==> src/sv/imatp_pkg.sv <==
// Shared types and constants for the IPv4 / MAC address text parser.
// No dependencies; imported by the parser top level and its checker.
package imatp_pkg;

  localparam int MAX_LIST_ELEMENTS = 16;

  localparam logic [7:0] CHAR_DOT   = 8'h2e;
  localparam logic [7:0] CHAR_COLON = 8'h3a;
  localparam logic [7:0] CHAR_ZERO  = 8'h30;
  localparam logic [7:0] CHAR_NINE  = 8'h39;
  localparam logic [7:0] CHAR_LC_A  = 8'h61;
  localparam logic [7:0] CHAR_LC_F  = 8'h66;
  localparam logic [7:0] CHAR_UC_A  = 8'h41;
  localparam logic [7:0] CHAR_UC_F  = 8'h46;

  localparam logic [2:0] IPV4_OCTETS = 3'd4;
  localparam logic [2:0] MAC_OCTETS  = 3'd6;

  typedef enum logic [1:0] {
    REG_ADDRESS_MODE   = 2'd0,
    REG_LIST_SEPARATOR = 2'd1,
    REG_ELEMENT_LIMIT  = 2'd2,
    REG_UNUSED         = 2'd3
  } reg_index_t;

  typedef enum logic [1:0] {
    ST_OK        = 2'd0,
    ST_BAD_OCTET = 2'd1,
    ST_BAD_COUNT = 2'd2,
    ST_TOO_MANY  = 2'd3
  } status_t;

  typedef struct packed {
    logic [8:0]  acc;
    logic        seen;
    logic [2:0]  cnt;
    logic [47:0] shift;
    logic        eerr;
    status_t     lerr;
  } parse_state_t;

endpackage

==> src/sv/ip_mac_address_text_parser.sv <==
// Top level of the IPv4 / MAC address list text parser.
// Depends on imatp_pkg for codes, character constants and the parse state type.
//
// Usage:
//   Input channel (in_*): one character per beat, in_end_of_text on the last.
//   Result channel (out_*): one beat per element end (list separator, or the
//   final character), carrying the packed address, element index, element
//   valid flag, first list error so far and the end-of-string marker.
//   Configuration (cfg_*): index 0 address mode, 1 list separator, 2 element
//   limit; write only while the block is idle.
//   Timing: a result is on out_* in the cycle after the character beat that
//   ends its element. Throughput: one character per cycle while no result is
//   stalled; the character decode, octet accumulate and element check all sit
//   between the input handshake and the result register.
//   Stall: while a result waits for out_ready the input holds off
//   (in_ready low); when the receiver takes the result the next character
//   is taken in the same cycle.
//   Reset: clears parse state, drops any pending result and restores the
//   registers to IPv4 mode, separator ',' and limit 16.
module ip_mac_address_text_parser
  import imatp_pkg::*;
(
  input  logic        clk,
  input  logic        rst_n,
  input  logic        cfg_write_en,
  input  logic [1:0]  cfg_index,
  input  logic [7:0]  cfg_data,
  input  logic        in_valid,
  output logic        in_ready,
  input  logic [7:0]  in_text_char,
  input  logic        in_end_of_text,
  output logic        out_valid,
  input  logic        out_ready,
  output logic [47:0] out_address_value,
  output logic [3:0]  out_element_number,
  output logic        out_element_valid,
  output logic [1:0]  out_list_status,
  output logic        out_last_result
);

  logic        address_mode_r;
  logic [7:0]  list_separator_r;
  logic [4:0]  element_limit_r;

  parse_state_t st_r, st_nxt;
  logic [4:0]   elem_cnt_r, elem_cnt_nxt;

  logic        out_valid_r;
  logic [47:0] out_addr_r, out_addr_nxt;
  logic [3:0]  out_num_r, out_num_nxt;
  logic        out_ev_r, out_ev_nxt;
  logic [1:0]  out_status_r, out_status_nxt;
  logic        out_last_r, out_last_nxt;
  logic        emit;
  logic        accept;

  function automatic parse_state_t raise(parse_state_t s, status_t code);
    parse_state_t r;
    r = s;
    r.eerr = 1'b1;
    if (r.lerr == ST_OK) begin
      r.lerr = code;
    end
    return r;
  endfunction

  function automatic parse_state_t close_octet(parse_state_t s, logic by_delim,
                                               logic [2:0] need);
    parse_state_t r;
    r = s;
    if (!r.seen) begin
      r = raise(r, ST_BAD_OCTET);
    end else begin
      r.shift = {r.shift[39:0], r.acc[7:0]};
    end
    if (r.cnt < 3'd7) begin
      r.cnt = r.cnt + 3'd1;
    end
    if (by_delim && (r.cnt >= need)) begin
      r = raise(r, ST_BAD_COUNT);
    end
    r.acc  = '0;
    r.seen = 1'b0;
    return r;
  endfunction

  assign in_ready = !out_valid_r || out_ready;
  assign accept   = in_valid && in_ready;

  always_comb begin
    parse_state_t s;
    logic        is_sep;
    logic [7:0]  delim;
    logic [2:0]  need;
    logic        is_digit;
    logic [3:0]  dval;
    logic [12:0] v;
    logic [4:0]  limit;
    logic        valid;
    s        = st_r;
    is_sep   = (in_text_char == list_separator_r);
    delim    = address_mode_r ? CHAR_COLON : CHAR_DOT;
    need     = address_mode_r ? MAC_OCTETS : IPV4_OCTETS;
    is_digit = 1'b0;
    dval     = '0;
    v        = '0;
    limit    = element_limit_r;
    valid    = 1'b0;
    emit     = 1'b0;
    elem_cnt_nxt   = elem_cnt_r;
    out_addr_nxt   = out_addr_r;
    out_num_nxt    = out_num_r;
    out_ev_nxt     = out_ev_r;
    out_status_nxt = out_status_r;
    out_last_nxt   = out_last_r;

    if ((in_text_char >= CHAR_ZERO) && (in_text_char <= CHAR_NINE)) begin
      is_digit = 1'b1;
      dval     = in_text_char[3:0];
    end else if (address_mode_r && (in_text_char >= CHAR_LC_A)
                 && (in_text_char <= CHAR_LC_F)) begin
      is_digit = 1'b1;
      dval     = 4'(in_text_char - CHAR_LC_A) + 4'd10;
    end else if (address_mode_r && (in_text_char >= CHAR_UC_A)
                 && (in_text_char <= CHAR_UC_F)) begin
      is_digit = 1'b1;
      dval     = 4'(in_text_char - CHAR_UC_A) + 4'd10;
    end

    if (!is_sep) begin
      if (in_text_char == delim) begin
        s = close_octet(s, 1'b1, need);
      end else if (!is_digit) begin
        s = raise(s, ST_BAD_OCTET);
      end else begin
        if (address_mode_r) begin
          v = {s.acc, 4'b0000} + 13'(dval);
        end else begin
          v = 13'({s.acc, 3'b000}) + 13'({s.acc, 1'b0}) + 13'(dval);
        end
        if (v > 13'd255) begin
          v = 13'd256;
          s = raise(s, ST_BAD_OCTET);
        end
        s.acc  = v[8:0];
        s.seen = 1'b1;
      end
    end

    if (is_sep || in_end_of_text) begin
      emit = 1'b1;
      if ((s.cnt == 3'd0) && !s.seen && !s.eerr) begin
        s = raise(s, ST_BAD_COUNT);
      end else begin
        s = close_octet(s, 1'b0, need);
      end
      if (s.cnt != need) begin
        s = raise(s, ST_BAD_COUNT);
      end
      if (limit == 5'd0) begin
        limit = 5'd1;
      end else if (limit > 5'(MAX_LIST_ELEMENTS)) begin
        limit = 5'(MAX_LIST_ELEMENTS);
      end
      if (elem_cnt_r >= limit) begin
        s = raise(s, ST_TOO_MANY);
      end
      if (is_sep && in_end_of_text && (s.lerr == ST_OK)) begin
        s.lerr = ST_BAD_COUNT;
      end
      valid          = !s.eerr;
      out_addr_nxt   = valid ? s.shift : '0;
      out_num_nxt    = elem_cnt_r[3:0];
      out_ev_nxt     = valid;
      out_status_nxt = s.lerr;
      out_last_nxt   = in_end_of_text;
      s.acc   = '0;
      s.seen  = 1'b0;
      s.cnt   = '0;
      s.shift = '0;
      s.eerr  = 1'b0;
      if (in_end_of_text) begin
        elem_cnt_nxt = '0;
        s.lerr       = ST_OK;
      end else if (elem_cnt_r < 5'd31) begin
        elem_cnt_nxt = elem_cnt_r + 5'd1;
      end
    end
    st_nxt = s;
  end

  always_ff @(posedge clk) begin
    if (!rst_n) begin
      address_mode_r   <= 1'b0;
      list_separator_r <= 8'd44;
      element_limit_r  <= 5'd16;
    end else if (cfg_write_en) begin
      case (reg_index_t'(cfg_index))
        REG_ADDRESS_MODE:   address_mode_r   <= cfg_data[0];
        REG_LIST_SEPARATOR: list_separator_r <= cfg_data;
        REG_ELEMENT_LIMIT:  element_limit_r  <= cfg_data[4:0];
        default: ;
      endcase
    end
  end

  always_ff @(posedge clk) begin
    if (!rst_n) begin
      st_r        <= '0;
      elem_cnt_r  <= '0;
      out_valid_r <= 1'b0;
    end else begin
      if (accept) begin
        st_r       <= st_nxt;
        elem_cnt_r <= elem_cnt_nxt;
      end
      if (accept && emit) begin
        out_valid_r <= 1'b1;
      end else if (out_ready) begin
        out_valid_r <= 1'b0;
      end
    end
  end

  always_ff @(posedge clk) begin
    if (accept && emit) begin
      out_addr_r   <= out_addr_nxt;
      out_num_r    <= out_num_nxt;
      out_ev_r     <= out_ev_nxt;
      out_status_r <= out_status_nxt;
      out_last_r   <= out_last_nxt;
    end
  end

  assign out_valid          = out_valid_r;
  assign out_address_value  = out_addr_r;
  assign out_element_number = out_num_r;
  assign out_element_valid  = out_ev_r;
  assign out_list_status    = out_status_r;
  assign out_last_result    = out_last_r;

endmodule

==> config.mk <==
export PLATFORM = sky130hd
export DESIGN_NAME = ip_mac_address_text_parser
export DESIGN_NICKNAME = d
export VERILOG_FILES = /design/src/sv/imatp_pkg.sv /design/src/sv/ip_mac_address_text_parser.sv
export SDC_FILE = /design/constraint.sdc
export NUM_CORES = 1
export LEC_CHECK = 0
export ABC_CLOCK_PERIOD_IN_PS = 5600
export BUFFER_PORTS_ARGS = -buffer_cell sky130_fd_sc_hd__buf_2
export CAP_MARGIN = 20
export CORE_ASPECT_RATIO = 1.4
export CORE_UTILIZATION = 40
export DETAILED_ROUTE_END_ITERATION = 12
export GPL_TIMING_DRIVEN = 0
export SETUP_SLACK_MARGIN = 0.3
export SYNTH_ARGS = -nofsm -noshare
export SYNTH_HDL_FRONTEND = slang
export SYNTH_SLANG_ARGS = --single-unit
==> constraint.sdc <==
create_clock -name clk -period 5.6 [get_ports clk]
set_clock_uncertainty 0.2 [all_clocks]
set_input_delay 0.84 -clock clk [delete_from_list [all_inputs] [get_ports clk]]
set_output_delay 0.84 -clock clk [all_outputs]
set_load 0.1 [all_outputs]
### Word level (Yosys, flattened, before mapping)

Index checks and enable logic that the tools add are counted.

* flip-flop bits (word level): 140
* input port bits: 24
* output and inout port bits: 58
* logic and storage cells: 132

* $add $sub $neg: 10
* order comparisons: 13
* equal/unequal tests: 5
* mux-type cells: 55
* reduce and logical (&&, ||, !) cells: 33

Operators by type and width (number)
* $mux 64: 4
* $mux 54: 2
* $mux 51: 2
* $mux 48: 2
* $mux 13: 4
* $mux 3: 16
* $mux 5: 6
* $add 13x4->13: 2
* $mux 2: 9
* $ge 8x7->1 const B: 2
* $le 8x7->1 const B: 2
* $logic_not 2->1: 7
* $add 12x10->13: 1
* $gt 13x8->1 const B: 1
* $mux 4: 3
* $logic_and 1x1->1: 11
* $mux 9: 1
* $add 4x4->4 const B: 2
* $eq 8x6->1: 1
* $eq 8x8->1: 1
* $ge 8x6->1 const B: 1
* $le 8x6->1 const B: 1
* $reduce_and 2->1: 4
* $sub 4x1->4 const B: 2
* other kinds (17): 29

### Depth between registers and ports, before layout

Gate-level depths: netlist of the first run.

* depth in word-level cells: 38
* mapped depth: 21

### Worst setup path after synthesis of the first run

No wires, ideal clock.

* path type: input port to flip-flop
* start point: input in_text_char[0]
* end point: register out_addr_r[30], in the netlist out_address_value[30], data pin
* setup time: 140 ps
* arrival time: 4643 ps
* path slack: 617 ps
* stages on the path: 18
* buffers on the path: 2
* path through: inv_1 > ha_1 > nor3b_1 > a31oi_1 > and3_1 > a21o_1 > fa_1 > ha_1 > a211o_1 > a21oi_2 > a21boi_1 > o211a_1 > nor4b_4 > nand3_2 > a2111o_1 > buf_2 > buf_6 > a21oi_2

* longest elaborated chain between the ends: 25

Ends and longest elaborated chain
* from (decl): line ip_mac_address_text_parser.sv:30 `input logic [7:0] in_text_char,`
* branches (longest 15 deep; another with $add 13x4->13)
* $mux 64 (*): line ip_mac_address_text_parser.sv:130 `if (!is_sep) begin`
* $logic_not 1->1: line ip_mac_address_text_parser.sv:152 `if ((s.cnt == 3'd0) && !s.seen && !s.eerr) begin`
* $logic_and 1x1->1: line ip_mac_address_text_parser.sv:152
* $mux 54 (*): line ip_mac_address_text_parser.sv:152
* $mux 54 (*): line ip_mac_address_text_parser.sv:150 `if (is_sep || in_end_of_text) begin`
* $ne 3x3->1: line ip_mac_address_text_parser.sv:157 `if (s.cnt != need) begin`
* $mux 3: line ip_mac_address_text_parser.sv:157
* $mux 51 (*): line ip_mac_address_text_parser.sv:150
* $mux 3: line ip_mac_address_text_parser.sv:165 `if (elem_cnt_r >= limit) begin`
* $mux 51 (*): line ip_mac_address_text_parser.sv:150
* to (signal assigned): line ip_mac_address_text_parser.sv:227 `out_addr_r <= out_addr_nxt;`
* to (decl): line ip_mac_address_text_parser.sv:49 `logic [47:0] out_addr_r, out_addr_nxt;`

Mark *: on every way between the ends. The select of a mux whose other input is x is not followed.
A chain may end at the register's enable or synchronous reset.

### Worst setup path in the final report of the first run

* start point: input in_text_char[0]
* end point: register out_addr_r[39], in the netlist out_address_value[39], data pin

Same word-level chain as after synthesis.

==> tab_implementation.tex, run 1 <==
\begin{tabular}{lr}
\hline
Metric & Value \\
\hline
\multicolumn{2}{l}{\textbf{Synthesis}} \\
\quad Synth unique cells & 64 \\
\quad Post-synth top flop & sky130\_fd\_sc\_hd\_\_dfxtp\_1 \\
\quad Part of the Yosys area used for sequential elements & 47.1\% \\
\quad Mean instance size in the synthesized netlist & 9.56 sq um \\
\quad Async set or reset register ratio after synthesis & 0\% \\
\quad Number of instances in the synthesized netlist & 747 \\
\quad Nets in the synthesized netlist & 805 \\
\quad Flop and latch count out of synthesis & 140 \\
\quad Post-synthesis cell area & 7140 sq um \\
\quad Number of enable flip-flop cells after synthesis & 56 \\
\quad Synth warn & 0 \\
\multicolumn{2}{l}{\textbf{Timing}} \\
\quad Shortest clock period the worst path allows after layout & 5.04 ns \\
\quad Worst slew pin tran & 0.918 ns \\
\quad Max\_slew headroom & 38.3\% \\
\quad Number of hold violations in the final report & 0 \\
\quad Number of pins exceeding their max-slew limit in the final report & 0 \\
\quad Final period utilization & 90.0\% \\
\quad Final hold slack & 0.310 ns \\
\quad Peak Freq & 198 MHz \\
\quad RSZ-0062 raised after global routing & false \\
\quad Final number of setup-violating endpoints & 0 \\
\quad Crit path setup slack, layout & 0.562 ns \\
\multicolumn{2}{l}{\textbf{Pwr}} \\
\quad Reported net switching power & 643 uW \\
\quad Post-route total power & 2.57 mW \\
\quad Portion of total power attributed to combinational logic & 10.3\% \\
\quad PD cells & 300 nW/um\^{}2 \\
\quad Reg power frac & 42.4\% \\
\quad Cell internal power dissipation & 1.92 mW \\
\quad Peak ir drop on the vdd network & 0.178 mV \\
\quad Sw Share & 25.1\% \\
\quad Fraction of power consumed by the clock network & 47.3\% \\
\quad Static Leak & 3.11 nW \\
\multicolumn{2}{l}{\textbf{Worst setup path}} \\
\quad Critical Path AT & 5.11 ns \\
\quad Slack of the worst reg-to-reg path & 0.84 ns \\
\quad Data required, critical path & 5.68 ns \\
\quad Worst setup path endpoint & out\_address\_value[39] \\
\quad Destination of the worst register-to-register timing path & out\_address\_value[39] \\
\quad Endpoint class of the critical path & flop \\
\quad Slowest stage delay, CP & 0.49 ns \\
\quad Crit-path slowest cell & sky130\_fd\_sc\_hd\_\_a2111o\_1 \\
\quad Worst Reg-to-Reg Cells & 15 \\
\quad Startpoint-to-endpoint class of the critical path & input pin to flop \\
\quad Worst setup SP type & input pin \\
\quad Highest fanout seen on the critical path & 10 \\
\quad Reg-to-reg critical path startpoint & address\_mode\_r \\
\quad CP cell instances & buf\_2 -> inv\_1 -> ha\_1 -> nor3b\_1 -> a31oi\_1 -> and3\_4 -> a21o\_1 -> fa\_1 -> ha\_1 -> a211o\_1 -> a21oi\_2 -> a21boi\_1 -> o211a\_1 -> nor4b\_4 -> nand3\_2 -> a2111o\_1 -> buf\_4 -> buf\_6 -> a21oi\_2 \\
\quad Launching element of the worst setup path & in\_text\_char[0] \\
\multicolumn{2}{l}{\textbf{Routing}} \\
\quad DRC violation count after routing & 0 \\
\quad Vias & 5696 \\
\quad Detail Route Antenna Nets & 0 \\
\quad Final wirelength & 16800 um \\
\quad First-pass iteration count of the detailed router & 5 \\
\quad Initial drt markers & 377 \\
\quad Via count normalized by instance count & 5.18 \\
\quad Routed wirelength normalized by instance count & 15.2 um \\
\multicolumn{2}{l}{\textbf{Clock network}} \\
\quad Clock insertion delay at the later pin of the skew report & 0.42 ns \\
\quad CTS max path bufs & 2 \\
\quad Maximum level of the CTS H-tree & 4 \\
\quad Clock sink count & 140 \\
\quad Clock buffer count from CTS & 17 \\
\quad Clock Root Buffer & sky130\_fd\_sc\_hd\_\_clkbuf\_16 \\
\quad TritonCTS clock tree & built \\
\quad Clock-pin slew reported for the worst setup and hold paths after clock tree synthesis & 0.06 ns \\
\multicolumn{2}{l}{\textbf{Run}} \\
\quad Number of violations of the max-capacitance limit & 0 \\
\multicolumn{2}{l}{\textbf{Floorplanning}} \\
\quad Die area & 18400 sq um \\
\quad Initial standard-cell utilization of the core & 41.0\% \\
\quad Horizontal extent of the die & 115 um \\
\quad Number of I/O pins & 82 \\
\quad Count of standard-cell rows & 57 \\
\quad Die height & 160 um \\
\quad Floorplan core area & 17400 sq um \\
\multicolumn{2}{l}{\textbf{Outcome}} \\
\quad Run status & completed \\
\multicolumn{2}{l}{\textbf{Cells and area}} \\
\quad Area Overhead vs Synth & 19.6\% \\
\quad Commonest non-fill, non-tap cell in the layout & sky130\_fd\_sc\_hd\_\_nand2\_1 \\
\quad Leading cell types in the layout, fill and taps excluded & sky130\_fd\_sc\_hd\_\_nand2\_1, sky130\_fd\_sc\_hd\_\_dfxtp\_1, sky130\_fd\_sc\_hd\_\_buf\_2, sky130\_fd\_sc\_hd\_\_nor2b\_1, sky130\_fd\_sc\_hd\_\_edfxtp\_1 \\
\quad Total Nets Final & 908 \\
\quad Fraction of layout cells with a size suffix above 1 & 16.3\% \\
\quad Count of placed standard cells in the final layout, fillers left out & 1100 \\
\quad Final core occ & 49.1\% \\
\multicolumn{2}{l}{\textbf{Global routing}} \\
\quad Maximum number of pins on one net before global-route repair & 44 \\
\quad Number of antenna violations at the first check in global routing & 1 \\
\quad Residual overflow from global routing & 0 \\
\quad Wire length of the first global-routing pass & 27400 um \\
\quad Tot GR Track Use & 19.2\% \\
\quad Number of global-route vias before repair & 5444 \\
\multicolumn{2}{l}{\textbf{Placement}} \\
\quad \# port buffers & 80 \\
\quad Number of placed instances with taps included & 1064 \\
\quad HPWL after DPL & 12400 um \\
\quad Global placer's final weighted congestion & 0.835 \\
\quad Setup slack after placement & -0.398 ns \\
\multicolumn{2}{l}{\textbf{Hold path}} \\
\quad HP Start & list\_separator\_r[5] \\
\quad HP Class & flop to flop \\
\hline
\end{tabular}
routing by layer:
| layer | GRT usage [%] | share of wire (%) |
|---|---|---|
| met5 | 0 | 0 |
| met4 | 8.74 | 3.2 |
| met3 | 4.74 | 3.5 |
| met2 | 33.2 | 50 |
| met1 | 22.0 | 43 |
synthesized netlist by cell type (3+ instances only):
cell / n / area [sq um]
sky130_fd_sc_hd__nor4b_1: 4 / 35.0
sky130_fd_sc_hd__xor2_1: 4 / 35.0
sky130_fd_sc_hd__o21ai_1: 3 / 15.0
sky130_fd_sc_hd__nand3b_1: 5 / 37.5
sky130_fd_sc_hd__a31oi_1: 4 / 25.0
sky130_fd_sc_hd__o211a_1: 4 / 40.0
sky130_fd_sc_hd__mux2i_1: 17 / 170
sky130_fd_sc_hd__edfxtp_1: 56 / 1680
sky130_fd_sc_hd__ha_1: 32 / 400
sky130_fd_sc_hd__xnor2_1: 13 / 114
sky130_fd_sc_hd__a21oi_1: 49 / 245
sky130_fd_sc_hd__inv_1: 18 / 67.6
sky130_fd_sc_hd__o21ai_0: 14 / 70.1
sky130_fd_sc_hd__clkbuf_1: 38 / 143
sky130_fd_sc_hd__buf_1: 3 / 11.3
sky130_fd_sc_hd__nand2_1: 131 / 492
sky130_fd_sc_hd__o31ai_1: 3 / 22.5
sky130_fd_sc_hd__nand4_1: 5 / 31.3
sky130_fd_sc_hd__o211ai_1: 5 / 37.5
sky130_fd_sc_hd__a21boi_0: 6 / 45.0
sky130_fd_sc_hd__nor3b_1: 6 / 45.0
sky130_fd_sc_hd__and2_1: 12 / 75.1
sky130_fd_sc_hd__a21oi_2: 12 / 105
sky130_fd_sc_hd__a22oi_1: 52 / 390
sky130_fd_sc_hd__a21o_1: 12 / 90.1
sky130_fd_sc_hd__dfxtp_1: 84 / 1680
sky130_fd_sc_hd__nor2b_1: 66 / 413
sky130_fd_sc_hd__a211o_1: 6 / 52.6
sky130_fd_sc_hd__nor2_1: 25 / 93.8
sky130_fd_sc_hd__nor3_1: 7 / 35.0
sky130_fd_sc_hd__nand2b_1: 6 / 37.5
power by group through the flow:
stage | combinational (mW) | sequential [mW] | clock (mW)
after floorplan | 0.0748 | 1.25 | 0
after global placement | 0.262 | 1.11 | 0
after detailed placement | 0.264 | 1.11 | 0
after CTS | 0.265 | 1.09 | 1.23
after global routing | 0.278 | 1.09 | 1.28
final | 0.264 | 1.09 | 1.21
how the worst min path moves through the flow:
stage / to / slack [ns] / depth (start not counted)
2_1_floorplan: list_separator_r[2] / 0.27 / 2
3_3_place_gp: list_separator_r[5] / 0.29 / 2
3_5_place_dp: list_separator_r[5] / 0.30 / 2
4_1_cts: list_separator_r[5] / 0.32 / 2
5_1_grt: out_element_number[1] / 0.34 / 0
6_report: list_separator_r[5] / 0.31 / 2
final cells by class:
cell class                      count  area, sq um
Fill cell                        1700         8860
Inverter                           18         67.6
Clock buffer                       21          440
Timing Repair Buffer               84          443
Multi-Input combinational cell    545         3560
Buffer                             44          180
Clock inverter                     11          193
Tap cell                          236          295
Sequential cell                   140         3360
Antenna cell                        1         2.50
metrics by stage:
step | setup TNS [ns] | instance area (sq um)
floorplan | 0 | 7140
global placement | -10.68 | 7840
detailed placement | -11.54 | 7860
CTS | 0 | 8510
global route | 0 | 8540
finish | 0 | 8540
cell families after synthesis:
logic type      after synthesis  share of synthesized area (%)
mux                          17                           2.38
simple gates                284                           20.1
flops                       140                           47.1
fa+ha+maj                    34                           6.17
compound gates              193                           18.8
buf+inv                      62                           3.40
xor+xnor                     17                           2.08
state kept, by name (all words and copies together), names as in the netlist, 2 cells and up:
name / flops
elem_cnt_r: 5
element_limit_r: 5
list_separator_r: 8
out_address_value: 48
out_element_number: 4
out_list_status: 2
st_r: 64
worst max-delay path, delay by kind of cell:
family / cells / cell delay, ns
compound gates: 8 / 1.82
simple gates: 4 / 0.81
buf+inv: 4 / 0.65
fa+ha+maj: 3 / 1.00
repair_timing:
action,4_1_cts,5_1_grt
pin swaps,1,4
resized for setup,3,8
setup endpoints to repair,48,49
hold buffers,0,0
buffers inserted,1,2
No activity file was read; power rests on OpenSTA's default activity.
==> run 2, diff against run 1 <==
--- a/config.mk
+++ b/config.mk
@@ -9,7 +9,7 @@
 export BUFFER_PORTS_ARGS = -buffer_cell sky130_fd_sc_hd__buf_2
 export CAP_MARGIN = 20
 export CORE_ASPECT_RATIO = 1.4
-export CORE_UTILIZATION = 40
+export CORE_UTILIZATION = 45
 export DETAILED_ROUTE_END_ITERATION = 12
 export GPL_TIMING_DRIVEN = 0
 export SETUP_SLACK_MARGIN = 0.3
==> tab_implementation.tex, run 2 (synthesis gave the netlist of run 1 again) <==
\begin{tabular}{lr}
\hline
Metric & Value \\
\hline
\multicolumn{2}{l}{\textbf{Routing}} \\
\quad Routed wirelength normalized by instance count & 16.3 um \\
\quad Vias & 5835 \\
\quad Final wirelength & 17300 um \\
\quad DRC violation count after routing & 0 \\
\quad First-pass iteration count of the detailed router & 5 \\
\quad Initial drt markers & 328 \\
\quad Detail Route Antenna Nets & 0 \\
\quad Via count normalized by instance count & 5.49 \\
\multicolumn{2}{l}{\textbf{Global routing}} \\
\quad Maximum number of pins on one net before global-route repair & 45 \\
\quad Residual overflow from global routing & 0 \\
\quad Tot GR Track Use & 22.4\% \\
\quad Wire length of the first global-routing pass & 28300 um \\
\quad Number of global-route vias before repair & 5671 \\
\quad Number of antenna violations at the first check in global routing & 0 \\
\multicolumn{2}{l}{\textbf{Pwr}} \\
\quad Static Leak & 3.09 nW \\
\quad Fraction of power consumed by the clock network & 43.6\% \\
\quad Reported net switching power & 689 uW \\
\quad Sw Share & 28.6\% \\
\quad PD cells & 284 nW/um\^{}2 \\
\quad Cell internal power dissipation & 1.72 mW \\
\quad Reg power frac & 45.3\% \\
\quad Peak ir drop on the vdd network & 0.165 mV \\
\quad Post-route total power & 2.41 mW \\
\quad Portion of total power attributed to combinational logic & 11.1\% \\
\multicolumn{2}{l}{\textbf{Hold path}} \\
\quad Instance count along the most critical hold path & 2 \\
\quad Hold worst-path end & st\_r[49] \\
\quad HP Class & flop to flop \\
\quad HP Start & st\_r[49] \\
\multicolumn{2}{l}{\textbf{Floorplanning}} \\
\quad Number of I/O pins & 82 \\
\quad Floorplan core area & 15500 sq um \\
\quad Count of standard-cell rows & 54 \\
\quad Die height & 151 um \\
\quad Horizontal extent of the die & 108 um \\
\quad Initial standard-cell utilization of the core & 46.0\% \\
\quad Die area & 16400 sq um \\
\multicolumn{2}{l}{\textbf{Worst setup path}} \\
\quad Slack of the worst reg-to-reg path & 0.75 ns \\
\quad Largest delay share family, worst path & compound AO/OA/AOI/OAI gates \\
\quad Data required, critical path & 5.67 ns \\
\quad Number of buffer and inverter stages on the critical path & 4 \\
\quad Crit-path slowest cell & sky130\_fd\_sc\_hd\_\_a2111o\_1 \\
\quad Endpoint class of the critical path & flop \\
\quad Slowest stage delay, CP & 0.54 ns \\
\quad Highest fanout seen on the critical path & 10 \\
\quad Destination of the worst register-to-register timing path & out\_address\_value[37] \\
\quad CP cell instances & buf\_2 -> inv\_1 -> ha\_1 -> nor3b\_2 -> a31oi\_1 -> and3\_4 -> a21o\_1 -> fa\_1 -> ha\_1 -> a211o\_1 -> a21oi\_2 -> a21boi\_1 -> o211a\_1 -> nor4b\_4 -> nand3\_4 -> a2111o\_1 -> buf\_6 -> buf\_6 -> a21oi\_2 \\
\quad Reg-to-reg critical path startpoint & address\_mode\_r \\
\quad Worst Reg-to-Reg Cells & 15 \\
\quad Worst setup SP type & input pin \\
\quad Startpoint-to-endpoint class of the critical path & input pin to flop \\
\quad Critical Path AT & 5.21 ns \\
\multicolumn{2}{l}{\textbf{Outcome}} \\
\quad Run status & completed \\
\multicolumn{2}{l}{\textbf{Timing}} \\
\quad Peak Freq & 195 MHz \\
\quad Max\_slew headroom & 35.4\% \\
\quad RSZ-0062 raised after global routing & true \\
\quad Final hold slack & 0.320 ns \\
\quad Worst slew pin tran & 0.961 ns \\
\quad Number of pins exceeding their max-slew limit in the final report & 0 \\
\quad Sum Neg Setup Slack & 0 ns \\
\quad Final number of setup-violating endpoints & 0 \\
\quad Crit path setup slack, layout & 0.463 ns \\
\quad Shortest clock period the worst path allows after layout & 5.14 ns \\
\quad Number of hold violations in the final report & 0 \\
\quad Final period utilization & 91.7\% \\
\multicolumn{2}{l}{\textbf{Run}} \\
\quad Number of violations of the max-capacitance limit & 0 \\
\multicolumn{2}{l}{\textbf{Placement}} \\
\quad Global placer's final weighted congestion & 0.858 \\
\quad \# port buffers & 80 \\
\quad HPWL after DPL & 12900 um \\
\quad Setup slack after placement & -0.396 ns \\
\quad Number of placed instances with taps included & 1024 \\
\multicolumn{2}{l}{\textbf{Cells and area}} \\
\quad Commonest non-fill, non-tap cell in the layout & sky130\_fd\_sc\_hd\_\_nand2\_1 \\
\quad Total Nets Final & 911 \\
\quad Register with the most flip-flops & st\_r \\
\quad Final antenna diode count & 0 \\
\quad Leading cell types in the layout, fill and taps excluded & sky130\_fd\_sc\_hd\_\_nand2\_1, sky130\_fd\_sc\_hd\_\_dfxtp\_1, sky130\_fd\_sc\_hd\_\_buf\_2, sky130\_fd\_sc\_hd\_\_nor2b\_1, sky130\_fd\_sc\_hd\_\_edfxtp\_1 \\
\quad Number of flip-flops in the largest register & 64 \\
\quad Fraction of layout cells with a size suffix above 1 & 17.6\% \\
\quad Area Overhead vs Synth & 18.5\% \\
\quad Count of placed standard cells in the final layout, fillers left out & 1062 \\
\multicolumn{2}{l}{\textbf{Clock network}} \\
\quad Clock buffer count from CTS & 17 \\
\quad Maximum level of the CTS H-tree & 4 \\
\quad \# hold bufs at CTS & 0 \\
\quad TritonCTS clock tree & built \\
\quad Clock insertion delay at the later pin of the skew report & 0.41 ns \\
\quad CTS max path bufs & 2 \\
\quad Clock sink count & 140 \\
\quad Clock-pin slew reported for the worst setup and hold paths after clock tree synthesis & 0.07 ns \\
\quad Clock Root Buffer & sky130\_fd\_sc\_hd\_\_clkbuf\_16 \\
\hline
\end{tabular}
## run 2: repair_timing
item / CTS / global route
setup endpoints to repair: 49 / 49
pin swaps: 2 / 6
setup buffers: 1 / 5
resized for setup: 6 / 16
## run 2: how the worst max path moves through the flow
stage / start / end / slack (ns) / cells after the start
6_report: in_text_char[0] / out_address_value[37] / 0.46 / 19
5_1_grt: in_text_char[0] / out_address_value[39] / 0.28 / 19
4_1_cts: in_text_char[0] / out_address_value[37] / 0.31 / 20
3_5_place_dp: in_text_char[0] / out_address_value[42] / -0.40 / 18
3_3_place_gp: in_text_char[0] / out_address_value[42] / -0.30 / 18
2_1_floorplan: in_text_char[0] / out_address_value[30] / 0.62 / 18
## run 2: power by group through the flow
stage | clock network [mW] | logic [mW] | registers, mW
CTS | 1.06 | 0.266 | 1.09
finish | 1.05 | 0.267 | 1.09
floorplan | 0 | 0.0748 | 1.25
global route | 1.11 | 0.282 | 1.09
global placement | 0 | 0.260 | 1.11
detailed placement | 0 | 0.265 | 1.11
## run 2: layer usage
metal / wire length [um] / GRT usage [%] / vias to the layer above
met5: 0 / 0 / -
met4: 441 / 8.72 / 0
met3: 552 / 3.74 / 26
met2: 9300 / 41.6 / 144
met1: 7030 / 24.9 / 2775
li1: - / - / 2890
## run 2: area by class of cell
cell class	count	area (sq um)
clock inverters	14	131
plain buffers	44	190
well taps	196	245
inverters	18	67.6
fillers	1426	7070
repair buffers	87	465
flip-flops and latches	140	3360
multi-input cells	545	3580
clock buffers	18	429
## run 2: stage by stage
stage,utilization [%],area [sq um]
after CTS,54.0,8390
after global routing,54.5,8470
after floorplan,-,7140
after global placement,50.1,7790
final,54.5,8470
after detailed placement,50.2,7810
## run 2: worst register-to-register path, cell delays in order, from the launching register on
cell                       delay, ns
sky130_fd_sc_hd__dfxtp_1        0.46
sky130_fd_sc_hd__clkbuf_1       0.44
sky130_fd_sc_hd__and3_4         0.31
sky130_fd_sc_hd__a21o_1         0.16
sky130_fd_sc_hd__fa_1           0.44
sky130_fd_sc_hd__ha_1           0.32
sky130_fd_sc_hd__a211o_1        0.28
sky130_fd_sc_hd__a21oi_2        0.21
sky130_fd_sc_hd__a21boi_1       0.13
sky130_fd_sc_hd__o211a_1        0.26
sky130_fd_sc_hd__nor4b_4        0.34
sky130_fd_sc_hd__nand3_4        0.14
sky130_fd_sc_hd__a2111o_1       0.54
sky130_fd_sc_hd__buf_6          0.20
sky130_fd_sc_hd__buf_6          0.16
sky130_fd_sc_hd__a21oi_2        0.12
==> run 3, diff against run 2 <==
--- a/config.mk
+++ b/config.mk
@@ -9,9 +9,10 @@
 export BUFFER_PORTS_ARGS = -buffer_cell sky130_fd_sc_hd__buf_2
 export CAP_MARGIN = 20
 export CORE_ASPECT_RATIO = 1.4
-export CORE_UTILIZATION = 45
+export CORE_UTILIZATION = 59
 export DETAILED_ROUTE_END_ITERATION = 12
 export GPL_TIMING_DRIVEN = 0
+export PLACE_DENSITY = 0.8
 export SETUP_SLACK_MARGIN = 0.3
 export SYNTH_ARGS = -nofsm -noshare
 export SYNTH_HDL_FRONTEND = slang
==> tab_implementation.tex, run 3 (synthesis gave the netlist of run 1 again) <==
\begin{tabular}{lr}
\hline
Metric & Value \\
\hline
\multicolumn{2}{l}{\textbf{Timing}} \\
\quad RSZ-0062 raised after global routing & false \\
\quad Crit path setup slack, layout & 0.473 ns \\
\quad Worst slew pin tran & 0.985 ns \\
\quad Max\_slew headroom & 33.7\% \\
\quad Final hold slack & 0.323 ns \\
\quad Final number of setup-violating endpoints & 0 \\
\quad Final period utilization & 91.6\% \\
\quad Number of hold violations in the final report & 0 \\
\quad Number of pins exceeding their max-slew limit in the final report & 0 \\
\quad Peak Freq & 195 MHz \\
\quad Shortest clock period the worst path allows after layout & 5.13 ns \\
\multicolumn{2}{l}{\textbf{Clock network}} \\
\quad Clock-pin slew reported for the worst setup and hold paths after clock tree synthesis & 0.06 ns \\
\quad CTS max path bufs & 2 \\
\quad Clock Root Buffer & sky130\_fd\_sc\_hd\_\_clkbuf\_16 \\
\quad Clock insertion delay at the later pin of the skew report & 0.41 ns \\
\quad \# hold bufs at CTS & 0 \\
\quad Clock sink count & 140 \\
\quad Clock buffer count from CTS & 17 \\
\quad Maximum level of the CTS H-tree & 4 \\
\quad TritonCTS clock tree & built \\
\multicolumn{2}{l}{\textbf{Pwr}} \\
\quad PD cells & 294 nW/um\^{}2 \\
\quad Sw Share & 26.4\% \\
\quad Static Leak & 3.11 nW \\
\quad Peak ir drop on the vdd network & 0.200 mV \\
\quad Cell internal power dissipation & 1.84 mW \\
\quad Portion of total power attributed to combinational logic & 10.8\% \\
\quad Fraction of power consumed by the clock network & 45.6\% \\
\quad Reg power frac & 43.6\% \\
\quad Reported net switching power & 660 uW \\
\multicolumn{2}{l}{\textbf{Floorplanning}} \\
\quad Initial standard-cell utilization of the core & 60.4\% \\
\quad Floorplan core area & 11800 sq um \\
\quad Die area & 12600 sq um \\
\quad Number of I/O pins & 82 \\
\quad Die height & 132 um \\
\quad Horizontal extent of the die & 95.0 um \\
\quad Count of standard-cell rows & 47 \\
\multicolumn{2}{l}{\textbf{Routing}} \\
\quad Detail Route Antenna Nets & 0 \\
\quad Via count normalized by instance count & 6.01 \\
\quad Final wirelength & 17800 um \\
\quad Vias & 6099 \\
\quad Initial drt markers & 453 \\
\quad DRC violation count after routing & 0 \\
\quad Routed wirelength normalized by instance count & 17.5 um \\
\quad First-pass iteration count of the detailed router & 7 \\
\multicolumn{2}{l}{\textbf{Worst setup path}} \\
\quad Endpoint class of the critical path & flop \\
\quad Data required, critical path & 5.64 ns \\
\quad Slowest stage delay, CP & 0.61 ns \\
\quad Critical Path AT & 5.17 ns \\
\quad Highest fanout seen on the critical path & 10 \\
\quad Startpoint-to-endpoint class of the critical path & input pin to flop \\
\quad Cell with the most instances on the worst path & sky130\_fd\_sc\_hd\_\_buf\_2 \\
\quad Worst Reg-to-Reg Cells & 14 \\
\quad Crit-path slowest cell & sky130\_fd\_sc\_hd\_\_fa\_1 \\
\quad CP cell instances & buf\_2 -> inv\_2 -> ha\_2 -> nor3b\_4 -> a31oi\_2 -> and3\_4 -> a21o\_1 -> fa\_1 -> ha\_4 -> a211o\_1 -> a21oi\_4 -> a21boi\_2 -> o211a\_1 -> nor4b\_4 -> nand3\_4 -> a2111o\_1 -> buf\_2 -> a21oi\_1 \\
\quad Slack of the worst reg-to-reg path & 0.77 ns \\
\quad Destination of the worst register-to-register timing path & out\_address\_value[12] \\
\quad Worst setup SP type & input pin \\
\quad Reg-to-reg critical path startpoint & address\_mode\_r \\
\quad Number of buffer and inverter stages on the critical path & 3 \\
\quad Largest delay share family, worst path & compound AO/OA/AOI/OAI gates \\
\multicolumn{2}{l}{\textbf{Hold path}} \\
\quad HP Start & st\_r[45] \\
\quad Instance count along the most critical hold path & 2 \\
\quad Hold worst-path end & st\_r[45] \\
\quad HP Class & flop to flop \\
\multicolumn{2}{l}{\textbf{Cells and area}} \\
\quad Commonest non-fill, non-tap cell in the layout & sky130\_fd\_sc\_hd\_\_nand2\_1 \\
\quad Register with the most flip-flops & st\_r \\
\quad Fraction of layout cells with a size suffix above 1 & 18.1\% \\
\quad Total Nets Final & 913 \\
\quad Final antenna diode count & 0 \\
\quad Number of flip-flops in the largest register & 64 \\
\quad Leading cell types in the layout, fill and taps excluded & sky130\_fd\_sc\_hd\_\_nand2\_1, sky130\_fd\_sc\_hd\_\_buf\_2, sky130\_fd\_sc\_hd\_\_dfxtp\_1, sky130\_fd\_sc\_hd\_\_nor2b\_1, sky130\_fd\_sc\_hd\_\_edfxtp\_1 \\
\quad Area Overhead vs Synth & 18.9\% \\
\quad Count of placed standard cells in the final layout, fillers left out & 1015 \\
\quad Post-route standard cell area excluding fillers & 8490 sq um \\
\multicolumn{2}{l}{\textbf{Placement}} \\
\quad Setup slack after placement & -0.337 ns \\
\quad \# port buffers & 80 \\
\quad Global placer's final weighted congestion & 0.891 \\
\quad Number of placed instances with taps included & 975 \\
\quad DP Area & 7750 sq um \\
\quad HPWL after DPL & 12700 um \\
\multicolumn{2}{l}{\textbf{Global routing}} \\
\quad Residual overflow from global routing & 0 \\
\quad Number of global-route vias before repair & 5987 \\
\quad Wire length of the first global-routing pass & 28500 um \\
\quad Number of antenna violations at the first check in global routing & 0 \\
\quad Tot GR Track Use & 29.1\% \\
\quad Maximum number of pins on one net before global-route repair & 47 \\
\multicolumn{2}{l}{\textbf{Run}} \\
\quad Number of violations of the max-capacitance limit & 0 \\
\multicolumn{2}{l}{\textbf{Outcome}} \\
\quad Run status & completed \\
\hline
\end{tabular}
[run 3: cell count changes in the layout (fill, tap and decap cells not counted), moves of 3 or more]
cell / delta
sky130_fd_sc_hd__a21oi_2: -4
sky130_fd_sc_hd__buf_2: +4
sky130_fd_sc_hd__bufinv_16: +3
sky130_fd_sc_hd__ha_1: -3
[run 3: worst min-delay path: stages (launching register included)]
cell,delay (ns)
sky130_fd_sc_hd__dfxtp_1,0.32
sky130_fd_sc_hd__a22oi_1,0.07
sky130_fd_sc_hd__nor2b_1,0.10
[run 3: worst max-delay path by stage]
stage | slack, ns | end | depth (start not counted) | startpoint
CTS | 0.32 | out_address_value[39] | 22 | in_text_char[0]
global route | 0.28 | out_address_value[39] | 19 | in_text_char[0]
global placement | -0.24 | out_address_value[42] | 18 | in_text_char[0]
floorplan | 0.62 | out_address_value[30] | 18 | in_text_char[0]
finish | 0.47 | out_address_value[12] | 18 | in_text_char[0]
detailed placement | -0.34 | out_address_value[42] | 18 | in_text_char[0]
[run 3: area by class of cell]
type                       count  area [sq um]
sequential                   140          3360
inverter                      18          67.6
multi-input combinational    545          3610
fill                         853          3330
buffer                        44           185
clock inverter                13           166
timing repair buffer          89           478
clock buffer                  19           433
tap                          147           184
[run 3: through the flow]
stage	power [mW]	util (%)	TNS, ns
floorplan	1.32	-	0
global placement	1.37	65.4	-5.72
detailed placement	1.38	65.5	-10.89
CTS	2.50	70.8	0
global route	2.56	71.8	0
finish	2.50	71.8	0
[run 3: timing repair]
| action | CTS | global route |
|---|---|---|
| pin swaps | 2 | 9 |
| cloned | 0 | 1 |
| resized for setup | 3 | 24 |
| setup buffers | 1 | 6 |
| setup endpoints to repair | 48 | 50 |
[run 3: layer usage]
metal / up-vias / GRT usage, % / part of all wire (%)
li1: 2896 / - / -
met1: 2871 / 31.7 / 38
met2: 263 / 51.2 / 52
met3: 69 / 6.34 / 5.2
met4: 0 / 16.0 / 4.9
met5: - / 0 / 0
[run 3: power by group through the flow]
stage / Sequential (mW) / Clock (mW) / Combinational (mW)
after global routing: 1.09 / 1.19 / 0.282
after global placement: 1.11 / 0 / 0.258
after CTS: 1.09 / 1.15 / 0.265
after floorplan: 1.25 / 0 / 0.0748
final: 1.09 / 1.14 / 0.269
after detailed placement: 1.11 / 0 / 0.264
